**src/rtl/core/adjacency_matrix_dfs_assert.svh**
```systemverilog
// Concurrent assertion macros, sampled on clk and disabled while rst_n is low.
`ifndef ADJACENCY_MATRIX_DFS_ASSERT_SVH
`define ADJACENCY_MATRIX_DFS_ASSERT_SVH

`ifndef NO_ASSERTIONS
`define AMD_ASSERT_IMPL(name, ante, cons, msg) \
    name: assert property (@(posedge clk) disable iff (!rst_n) (ante) |-> (cons)) \
        else $error(msg);
`define AMD_ASSERT_NEXT(name, ante, cons, msg) \
    name: assert property (@(posedge clk) disable iff (!rst_n) (ante) |=> (cons)) \
        else $error(msg);
`else
`define AMD_ASSERT_IMPL(name, ante, cons, msg)
`define AMD_ASSERT_NEXT(name, ante, cons, msg)
`endif

`endif

```
**src/rtl/core/amd_pkg.sv**
```systemverilog
`default_nettype none

package amd_pkg;

    localparam int MAX_VERTICES_DEF = 16;
    localparam int RESULT_LIMIT     = 16;

    localparam int CFG_W   = 5;
    localparam int IDX_W   = 4;
    localparam int LABEL_W = 8;
    localparam int STAT_W  = 2;
    localparam int CNT_W   = 5;

    localparam int IN_DATA_W  = 24;
    localparam int OUT_DATA_W = 16;

    localparam logic [CFG_W-1:0] VERTEX_COUNT_RESET = 5'd16;

    typedef enum logic [1:0] {
        OP_SET_LABEL = 2'd0,
        OP_ADD_EDGE  = 2'd1,
        OP_TRAVERSE  = 2'd2,
        OP_CLEAR     = 2'd3
    } op_t;

    typedef enum logic [STAT_W-1:0] {
        ST_OK           = 2'd0,
        ST_NOT_FOUND    = 2'd1,
        ST_OUT_OF_RANGE = 2'd2
    } status_t;

    typedef enum logic {
        KIND_STATUS = 1'b0,
        KIND_VERTEX = 1'b1
    } kind_t;

    typedef struct packed {
        kind_t              kind;
        status_t            status;
        logic [IDX_W-1:0]   vertex_index;
        logic [LABEL_W-1:0] vertex_label;
        logic               last;
    } result_t;

endpackage

`default_nettype wire

```
**src/rtl/core/adjacency_matrix_dfs.sv**
```systemverilog
// Channel   Dir  Signals                        Contents (lowest bit up)
// s_*       in   tvalid tready tdata[23:0] tuser  tdata: index, label_a, label_b; tuser: op
// m_*       out  tvalid tready tdata[15:0] tuser  tdata: status, vertex_index, vertex_label
//                tlast                            tuser: kind; tlast: last
// cfg_*     in   we wdata[4:0]                    vertex_count
//
// Add edge first looks up both labels over the n vertices in use, then writes the edge;
// a missing label skips the write. A traversal steps through START, SCAN and FLUSH, an
// out of range one goes straight to the response; one shared scan step walks one
// adjacency column per cycle, except while a hit waits on a full result register.
// s_tready is high only while idle; a full result register stalls the scan.
// Reset clears labels, edges and control state at once; no clearing pass.
`default_nettype none

`include "adjacency_matrix_dfs_assert.svh"

module adjacency_matrix_dfs
    import amd_pkg::*;
#(
    parameter int MAX_VERTICES = MAX_VERTICES_DEF
)
(
    input  wire logic                  clk,
    input  wire logic                  rst_n,
    input  wire logic                  s_tvalid,
    output logic                       s_tready,
    input  wire logic [IN_DATA_W-1:0]  s_tdata,   // index, label_a, label_b, zero pad
    input  wire logic [1:0]            s_tuser,   // op
    output logic                       m_tvalid,
    input  wire logic                  m_tready,
    output logic [OUT_DATA_W-1:0]      m_tdata,   // status, vertex_index, vertex_label, pad
    output logic                       m_tuser,   // kind
    output logic                       m_tlast,   // last
    input  wire logic                  cfg_we,
    input  wire logic [CFG_W-1:0]      cfg_wdata  // vertex_count
);

    localparam int VW   = (MAX_VERTICES > 1) ? $clog2(MAX_VERTICES) : 1;
    localparam int KW   = $clog2(MAX_VERTICES + 1);
    localparam int CMPW = (KW > CFG_W) ? KW : CFG_W;

    typedef enum logic [2:0] {
        IDLE,
        LOOKUP,
        EDGE,
        START,
        SCAN,
        FLUSH,
        RESP
    } state_t;

    typedef struct packed {
        logic [VW-1:0] vertex;
        logic [KW-1:0] scan;
    } stack_entry_t;

    state_t                 state_reg;
    logic [CFG_W-1:0]       vertex_count_reg;
    logic [LABEL_W-1:0]     labels_reg [MAX_VERTICES];
    logic [MAX_VERTICES-1:0] adj_reg   [MAX_VERTICES];
    logic [MAX_VERTICES-1:0] visited_reg;
    stack_entry_t           stack_reg  [MAX_VERTICES];
    logic [KW-1:0]          depth_reg;
    logic [CNT_W-1:0]       cnt_reg;
    logic [KW-1:0]          k_reg;
    logic [VW-1:0]          v_reg;
    logic                   fa_reg;
    logic                   fb_reg;
    logic [VW-1:0]          i_reg;
    logic [VW-1:0]          j_reg;
    status_t                status_reg;
    logic [IDX_W-1:0]       pend_idx_reg;
    logic [LABEL_W-1:0]     pend_lab_reg;
    logic [LABEL_W-1:0]     la_reg;
    logic [LABEL_W-1:0]     lb_reg;

    logic [IDX_W-1:0]   in_index;
    logic [LABEL_W-1:0] in_label_a;
    logic [LABEL_W-1:0] in_label_b;
    op_t                in_op;
    logic [CMPW-1:0]    n_ext;
    logic [CMPW-1:0]    vc_ext;
    logic [CMPW-1:0]    max_ext;
    logic               idx_ge_n;
    logic               k_done;
    logic [VW-1:0]      kv;
    logic [VW-1:0]      idx_v;
    logic [LABEL_W-1:0] lab_rd;
    logic               hit;
    logic               scan_live;
    stack_entry_t       stack_rd;
    logic               push_ok;
    logic               res_valid;
    logic               res_ready;
    logic               res_push;
    result_t            res_data;
    result_t            out_data;

    assign in_index   = s_tdata[IDX_W-1:0];
    assign in_label_a = s_tdata[IDX_W+LABEL_W-1:IDX_W];
    assign in_label_b = s_tdata[IDX_W+2*LABEL_W-1:IDX_W+LABEL_W];
    assign in_op      = op_t'(s_tuser);

    assign vc_ext   = CMPW'(vertex_count_reg);
    assign max_ext  = CMPW'(MAX_VERTICES);
    assign n_ext    = (vc_ext < max_ext) ? vc_ext : max_ext;
    assign idx_ge_n = CMPW'(in_index) >= n_ext;
    assign k_done   = CMPW'(k_reg) >= n_ext;
    assign kv       = k_reg[VW-1:0];
    assign idx_v    = VW'(in_index);

    assign lab_rd    = labels_reg[kv];
    assign hit       = adj_reg[v_reg][kv] && !visited_reg[kv];
    assign scan_live = (depth_reg != '0) && (cnt_reg < CNT_W'(RESULT_LIMIT));
    assign stack_rd  = stack_reg[VW'(depth_reg - KW'(2))];
    assign push_ok   = depth_reg < KW'(MAX_VERTICES);

    assign s_tready = (state_reg == IDLE);

    always_comb
    begin
        res_valid = 1'b0;
        res_data  = '{kind: KIND_STATUS, status: status_reg, vertex_index: '0,
                      vertex_label: '0, last: 1'b1};
        unique case (state_reg)
            RESP:
            begin
                res_valid = 1'b1;
            end
            FLUSH:
            begin
                res_valid = 1'b1;
                res_data  = '{kind: KIND_VERTEX, status: ST_OK, vertex_index: pend_idx_reg,
                              vertex_label: pend_lab_reg, last: 1'b1};
            end
            SCAN:
            begin
                res_valid = scan_live && !k_done && hit;
                res_data  = '{kind: KIND_VERTEX, status: ST_OK, vertex_index: pend_idx_reg,
                              vertex_label: pend_lab_reg, last: 1'b0};
            end
            IDLE, LOOKUP, EDGE, START:
            begin
                res_valid = 1'b0;
            end
            default:
            begin
                res_valid = 1'b0;
            end
        endcase
    end

    assign res_push = res_valid && res_ready;

    always_ff @(posedge clk or negedge rst_n)
    begin
        if (!rst_n)
        begin
            state_reg        <= IDLE;
            vertex_count_reg <= VERTEX_COUNT_RESET;
            for (int r = 0; r < MAX_VERTICES; r++)
            begin
                labels_reg[r] <= '0;
                adj_reg[r]    <= '0;
            end
            visited_reg  <= '0;
            depth_reg    <= '0;
            cnt_reg      <= '0;
            k_reg        <= '0;
            v_reg        <= '0;
            fa_reg       <= 1'b0;
            fb_reg       <= 1'b0;
            i_reg        <= '0;
            j_reg        <= '0;
            status_reg   <= ST_OK;
            pend_idx_reg <= '0;
            pend_lab_reg <= '0;
        end
        else
        begin
            if (cfg_we)
            begin
                vertex_count_reg <= cfg_wdata;
            end
            unique case (state_reg)
                IDLE:
                begin
                    if (s_tvalid)
                    begin
                        unique case (in_op)
                            OP_SET_LABEL:
                            begin
                                if (idx_ge_n)
                                begin
                                    status_reg <= ST_OUT_OF_RANGE;
                                end
                                else
                                begin
                                    labels_reg[idx_v] <= in_label_a;
                                    status_reg        <= ST_OK;
                                end
                                state_reg <= RESP;
                            end
                            OP_ADD_EDGE:
                            begin
                                k_reg     <= '0;
                                fa_reg    <= 1'b0;
                                fb_reg    <= 1'b0;
                                state_reg <= LOOKUP;
                            end
                            OP_TRAVERSE:
                            begin
                                if (idx_ge_n)
                                begin
                                    status_reg <= ST_OUT_OF_RANGE;
                                    state_reg  <= RESP;
                                end
                                else
                                begin
                                    k_reg       <= KW'(in_index);
                                    visited_reg <= MAX_VERTICES'(1) << idx_v;
                                    cnt_reg     <= CNT_W'(1);
                                    state_reg   <= START;
                                end
                            end
                            OP_CLEAR:
                            begin
                                for (int r = 0; r < MAX_VERTICES; r++)
                                begin
                                    adj_reg[r] <= '0;
                                end
                                status_reg <= ST_OK;
                                state_reg  <= RESP;
                            end
                            default:
                            begin
                                state_reg <= IDLE;
                            end
                        endcase
                    end
                end
                LOOKUP:
                begin
                    if (k_done)
                    begin
                        if (fa_reg && fb_reg)
                        begin
                            state_reg <= EDGE;
                        end
                        else
                        begin
                            status_reg <= ST_NOT_FOUND;
                            state_reg  <= RESP;
                        end
                    end
                    else
                    begin
                        if (!fa_reg && (lab_rd == la_reg))
                        begin
                            fa_reg <= 1'b1;
                            i_reg  <= kv;
                        end
                        if (!fb_reg && (lab_rd == lb_reg))
                        begin
                            fb_reg <= 1'b1;
                            j_reg  <= kv;
                        end
                        k_reg <= k_reg + KW'(1);
                    end
                end
                EDGE:
                begin
                    adj_reg[i_reg][j_reg] <= 1'b1;
                    adj_reg[j_reg][i_reg] <= 1'b1;
                    status_reg            <= ST_OK;
                    state_reg             <= RESP;
                end
                START:
                begin
                    pend_idx_reg <= IDX_W'(k_reg);
                    pend_lab_reg <= lab_rd;
                    v_reg        <= kv;
                    k_reg        <= '0;
                    depth_reg    <= KW'(1);
                    state_reg    <= SCAN;
                end
                SCAN:
                begin
                    priority if (!scan_live)
                    begin
                        state_reg <= FLUSH;
                    end
                    else if (k_done)
                    begin
                        depth_reg <= depth_reg - KW'(1);
                        if (depth_reg > KW'(1))
                        begin
                            v_reg <= stack_rd.vertex;
                            k_reg <= stack_rd.scan;
                        end
                    end
                    else if (hit)
                    begin
                        if (res_ready)
                        begin
                            pend_idx_reg     <= IDX_W'(k_reg);
                            pend_lab_reg     <= lab_rd;
                            visited_reg[kv]  <= 1'b1;
                            cnt_reg          <= cnt_reg + CNT_W'(1);
                            if (push_ok)
                            begin
                                depth_reg <= depth_reg + KW'(1);
                                v_reg     <= kv;
                                k_reg     <= '0;
                            end
                            else
                            begin
                                k_reg <= k_reg + KW'(1);
                            end
                        end
                    end
                    else
                    begin
                        k_reg <= k_reg + KW'(1);
                    end
                end
                FLUSH:
                begin
                    if (res_ready)
                    begin
                        depth_reg <= '0;
                        state_reg <= IDLE;
                    end
                end
                RESP:
                begin
                    if (res_ready)
                    begin
                        state_reg <= IDLE;
                    end
                end
                default:
                begin
                    state_reg <= IDLE;
                end
            endcase
        end
    end

    // Latch labels on accept; save the top with its advanced scan before descending.
    always_ff @(posedge clk)
    begin
        if (s_tvalid && s_tready)
        begin
            la_reg <= in_label_a;
            lb_reg <= in_label_b;
        end
        if ((state_reg == SCAN) && res_push && push_ok)
        begin
            stack_reg[VW'(depth_reg - KW'(1))] <= '{vertex: v_reg, scan: k_reg + KW'(1)};
        end
    end

    amd_out_reg u_out_reg (
        .clk      (clk),
        .rst_n    (rst_n),
        .in_valid (res_valid),
        .in_ready (res_ready),
        .in_data  (res_data),
        .m_tvalid (m_tvalid),
        .m_tready (m_tready),
        .out_data (out_data)
    );

    assign m_tdata = {{(OUT_DATA_W - STAT_W - IDX_W - LABEL_W){1'b0}},
                      out_data.vertex_label, out_data.vertex_index, out_data.status};
    assign m_tuser = out_data.kind;
    assign m_tlast = out_data.last;

    `AMD_ASSERT_IMPL(a_idle_stack_empty, s_tready, depth_reg == '0,
        "stack not empty while idle")
    `AMD_ASSERT_IMPL(a_visit_count, 1'b1, $countones(visited_reg) == int'(cnt_reg),
        "visited bits disagree with visit count")
    `AMD_ASSERT_IMPL(a_cnt_limit, 1'b1, cnt_reg <= CNT_W'(RESULT_LIMIT),
        "visit count above result limit")
    `AMD_ASSERT_NEXT(a_flush_done, (state_reg == FLUSH) && res_ready,
        s_tready && m_tvalid && m_tlast, "final result not registered after flush")

endmodule

`default_nettype wire

```
**src/rtl/core/amd_out_reg.sv**
```systemverilog
`default_nettype none

module amd_out_reg
    import amd_pkg::*;
(
    input  wire logic    clk,
    input  wire logic    rst_n,
    input  wire logic    in_valid,
    output logic         in_ready,
    input  wire result_t in_data,
    output logic         m_tvalid,
    input  wire logic    m_tready,
    output result_t      out_data
);

    logic    valid_reg;
    result_t data_reg;

    assign in_ready = !valid_reg || m_tready;
    assign m_tvalid = valid_reg;
    assign out_data = data_reg;

    always_ff @(posedge clk or negedge rst_n)
    begin
        if (!rst_n)
        begin
            valid_reg <= 1'b0;
        end
        else if (in_ready)
        begin
            valid_reg <= in_valid;
        end
    end

    always_ff @(posedge clk)
    begin
        if (in_valid && in_ready)
        begin
            data_reg <= in_data;
        end
    end

endmodule

`default_nettype wire
```
**config.mk**
```make
export PLATFORM = sky130hd
export DESIGN_NAME = adjacency_matrix_dfs
export DESIGN_NICKNAME = d
export VERILOG_FILES = /design/src/rtl/core/amd_pkg.sv /design/src/rtl/core/adjacency_matrix_dfs.sv /design/src/rtl/core/amd_out_reg.sv
export VERILOG_INCLUDE_DIRS = /design/src /design/src/rtl/core
export SDC_FILE = /design/constraint.sdc
export NUM_CORES = 1
export LEC_CHECK = 0
export BUFFER_PORTS_ARGS = -buffer_cell sky130_fd_sc_hd__buf_2
export CAP_MARGIN = 20
export CORE_AREA = 2 2 351 283
export DETAILED_ROUTE_END_ITERATION = 8
export DIE_AREA = 0 0 353 285
export HOLD_SLACK_MARGIN = 0.15
export PLACE_DENSITY = 0.52
export REMOVE_ABC_BUFFERS = 1
export SYNTH_ARGS = -nofsm -noshare
export SYNTH_HDL_FRONTEND = slang
export SYNTH_SLANG_ARGS = --single-unit
```
**constraint.sdc**
```tcl
create_clock -name clk -period 4.19 [get_ports clk]
set_clock_uncertainty 0.15 [all_clocks]
set_input_delay 0.2095 -clock clk [delete_from_list [all_inputs] [get_ports clk]]
set_output_delay 0.2095 -clock clk [all_outputs]
set_load 0.01 [all_outputs]
```
==> key figures <==
Run status
  • Status: complete, but fails checks
  • Failing checks: negative setup slack

Cells and area
  • Final cell count without fillers: around 3.8k
  • Fill cell count: 9650
  • Multi-input combinational cell area: 0.0116 mm2
  • Syn-to-layout area delta: 17.0%
  • Share of cells above drive strength 1: 0.236
  • Diodes inserted: 0
  • Max reg flops: between 200 and 300
  • Final Cell Area: 0.0338 mm2
  • Storage cell area: 0.0166 mm2
  • Final nets: approximately 2.5k

Timing
  • RSZ-0062 raised after global routing: yes
  • Crit share post-route: 1.01
  • Slew of the pin with the lowest slew margin: around 1.5 ns
  • Hold Violations, Final: 0
  • Final setup fails: 2
  • Sum of negative setup slack: -0.0870 ns
  • F_max: roughly 240 MHz
  • Max-slew violation count: 0
  • Min Hold Slack: 0.178 ns
  • Final worst slack: -0.0491 ns
  • Slew headroom: 0.0289
  • Fin crit period: about 4.2 ns

Placement
  • Placed cell area: between 0.03 and 0.04 mm2
  • Post-Place Cells: around 3.7k
  • Port bufs: 49
  • Routability cong.: 0.902
  • DP Wirelength: about 57 mm

Min path
  • Hold Crit Class: input pin to async pin

Synthesis
  • FFs w/ async S/R, synth: 0.720
  • Yosys cell types: 76
  • Post-synth top cells: 620 x nor2_1, 451 x dfrtp_1, 176 x edfxtp_1
  • Top FF cell, synth: dfrtp_1
  • Synth Area per Inst: between 10 and 15 um2
  • Count leader, synth: nor2_1
  • Post-synthesis sequential area ratio: 0.574
  • Ys Warns: 0
  • Mapped Cells: 2346
  • Largest cells by area after synthesis: dfrtp_1 39%, edfxtp_1 18%, mux4_2 11%, nor2_1 8.1%, mux2_2 6.1%
  • Register bit total from synthesis: 628
  • Post-synth EDFFs: 176
  • Post-synth top area share: 0.390
  • Leading area contributor after synthesis: dfrtp_1
  • Post-Syn Area: roughly 0.029 mm2

Power and ir drop
  • Switching Fraction: 0.323
  • Leak pwr: 14.3 nW
  • Maximum vdd ir drop: between 0.0004 and 0.0005 V
  • Internal Pwr Total: around 12 mW
  • Clock power share: 0.319
  • Switching power: 5.89 mW
  • Cell Pwr Density: roughly 540 mW/mm2
  • Comb power frac: 0.275
  • Flop pwr share: 0.406
  • Pwr Total: ~18 mW

Clock tree
  • CTS Root Cell: clkbuf_16
  • CTS buffer count: 66
  • Clk buf depth: 3
  • CTS tree: built
  • CTS sink cnt: between 600 and 700
  • Clk slew on worst S/H paths: 0.06 ns
  • Level count of the clock H-tree: 3
  • Clock latency on the worst-skew pair: ~0.62 ns

Worst setup path
  • FF-to-FF path depth: 9
  • Worst reg2reg path startpoint: state_reg[1]$_DFFE_PN0P_
  • Crit Path Category: register to register
  • CP Data Arrival Time: ~4.6 ns
  • Max stage delay on crit path: 0.81 ns
  • Setup crit start: state_reg[1]$_DFFE_PN0P_
  • Critical Path Sink Type: register
  • R2R Path End: adj_reg[138]$_DFFE_PN0P_
  • Reg2Reg Setup Slack: -0.05 ns
  • WP data required: ~4.6 ns
  • Cell mode on critical path: nor2_1
  • Slowest-stage cell, CP: nand3_1
  • Startpoint types: register
  • Crit path max fanout: 17
  • Worst Setup EP: adj_reg[138]$_DFFE_PN0P_
  • Cell Chain, Critical Path: nor3_1 -> and2_1 -> nand2_1 -> buf_4 -> o21ai_1 -> nand3_1 -> o22ai_1 -> nor2_1 -> nor2_1

GRT
  • Largest net degree at the start of global routing: 250
  • Vias in the first global route: between 20k and 25k
  • Grt ovf: 0
  • First-pass GRT wire length: around 130 mm
  • GRT Util Overall: 0.166
  • Initial antenna violation count: 0

Floorplan
  • Initial Utilization: 0.296
  • Die Ht: between 200 and 300 um
  • Chip width: around 350 um
  • Total die area: 0.101 mm2
  • Ports: 56
  • # rows: between 100 and 150
  • Core region area: between 0.09 and 0.1 mm2

Detailed routing
  • Drt total wl: 83.4 mm
  • Routed Antenna Nets: 0
  • Via density per instance: between 5 and 6
  • Post-DR wirelength/cell: around 22 um
  • Drt drc: 0
  • Drt pass-1 iters: 8
  • Number of DRC violations after detailed-routing iteration 0: between 2k and 2.5k
  • Vias: roughly 20k

Flow run
  • Max Cap Viol: 0
[placed cells by master, fill, tap and decap left out, types with 20 or more instances in the layout]
master	count
and2_1	20
buf_2	48
a22oi_1	35
clkbuf_16	67
nand2_1	92
mux4_2	139
nor3_1	22
o22ai_1	108
edfxtp_1	176
buf_4	106
nor2_1	618
dlygate4sd3_1	48
ha_1	28
clkbuf_1	23
nand3_1	31
o21ai_0	21
mux2i_1	20
a21oi_1	46
nand2b_1	22
dfrtp_1	445
mux2_2	156
[stage by stage]
step / worst slack [ns] / util
after global routing: -0.162 / 0.346
after CTS: 0.0207 / 0.345
after detailed placement: 0.0319 / 0.319
final: -0.0491 / 0.346
after global placement: 0.0441 / 0.319
after floorplan: -4.65 / -
[critical path: cells and delay by family (launching register included)]
kind / cells / cell delay [ns]
simple gates: 6 / 1.93
compound gates: 2 / 1.28
flops: 1 / 0.57
buf+inv: 1 / 0.19
[timing repair]
item,in CTS,in global routing
setup endpoints to repair,0,199
buffers inserted,0,7
endpoints found under the hold margin,366,0
gates resized for setup,0,9
hold buffers,49,0
[how the worst min path moves through the flow]
stage                                         end  slack (ns)  depth (start not counted)   startpoint
after global placement     adj_reg[0]$_DFFE_PN0P_        0.12                          1        rst_n
after detailed placement   adj_reg[0]$_DFFE_PN0P_        0.13                          1        rst_n
final                     adj_reg[78]$_DFFE_PN0P_        0.18                          3        rst_n
after CTS                     lb_reg[1]$_DFFE_PP_        0.17                          2  s_tdata[13]
after floorplan            adj_reg[0]$_DFFE_PN0P_       -0.24                          0        rst_n
after global routing          lb_reg[5]$_DFFE_PP_        0.18                          2  s_tdata[17]
[power by group through the flow]
stage	sequential (mW)	combinational (mW)	clock [mW]
after floorplan	7.82	2.50	0
after global placement	7.52	4.79	0
after detailed placement	7.54	4.84	0
after CTS	7.43	4.91	5.97
after global routing	7.45	5.41	6.23
final	7.40	5.02	5.82
[area by class of cell]
class | count | area share
inverter | 21 | 0.00244
tap | 1312 | 0.0485
multi-input combinational | 1550 | 0.343
clock inverter | 20 | 0.00666
clock buffer | 99 | 0.0558
sequential | 628 | 0.491
timing repair buffer | 216 | 0.0529
[cells by family (layout without fill, tap and decap cells)]
family / count (synthesis) / in the layout / share of synthesized area
other cells: 1 / 2 / 0.000130
fa+ha+maj: 28 / 28 / 0.0121
buf+inv: 169 / 356 / 0.0264
flops: 628 / 628 / 0.574
simple gates: 881 / 881 / 0.128
xor+xnor: 25 / 25 / 0.00757
mux: 325 / 325 / 0.185
compound gates: 289 / 289 / 0.0668
[per-layer routing]
layer  up-vias  wire (um)  GRT usage
met1     10400      38900      0.251
met5         -          0          0
met3       137       7140     0.0380
met2       790      35400      0.235
met4         0       1950     0.0453
li1       8747          -          -
Power figures use the tool's default switching activity.
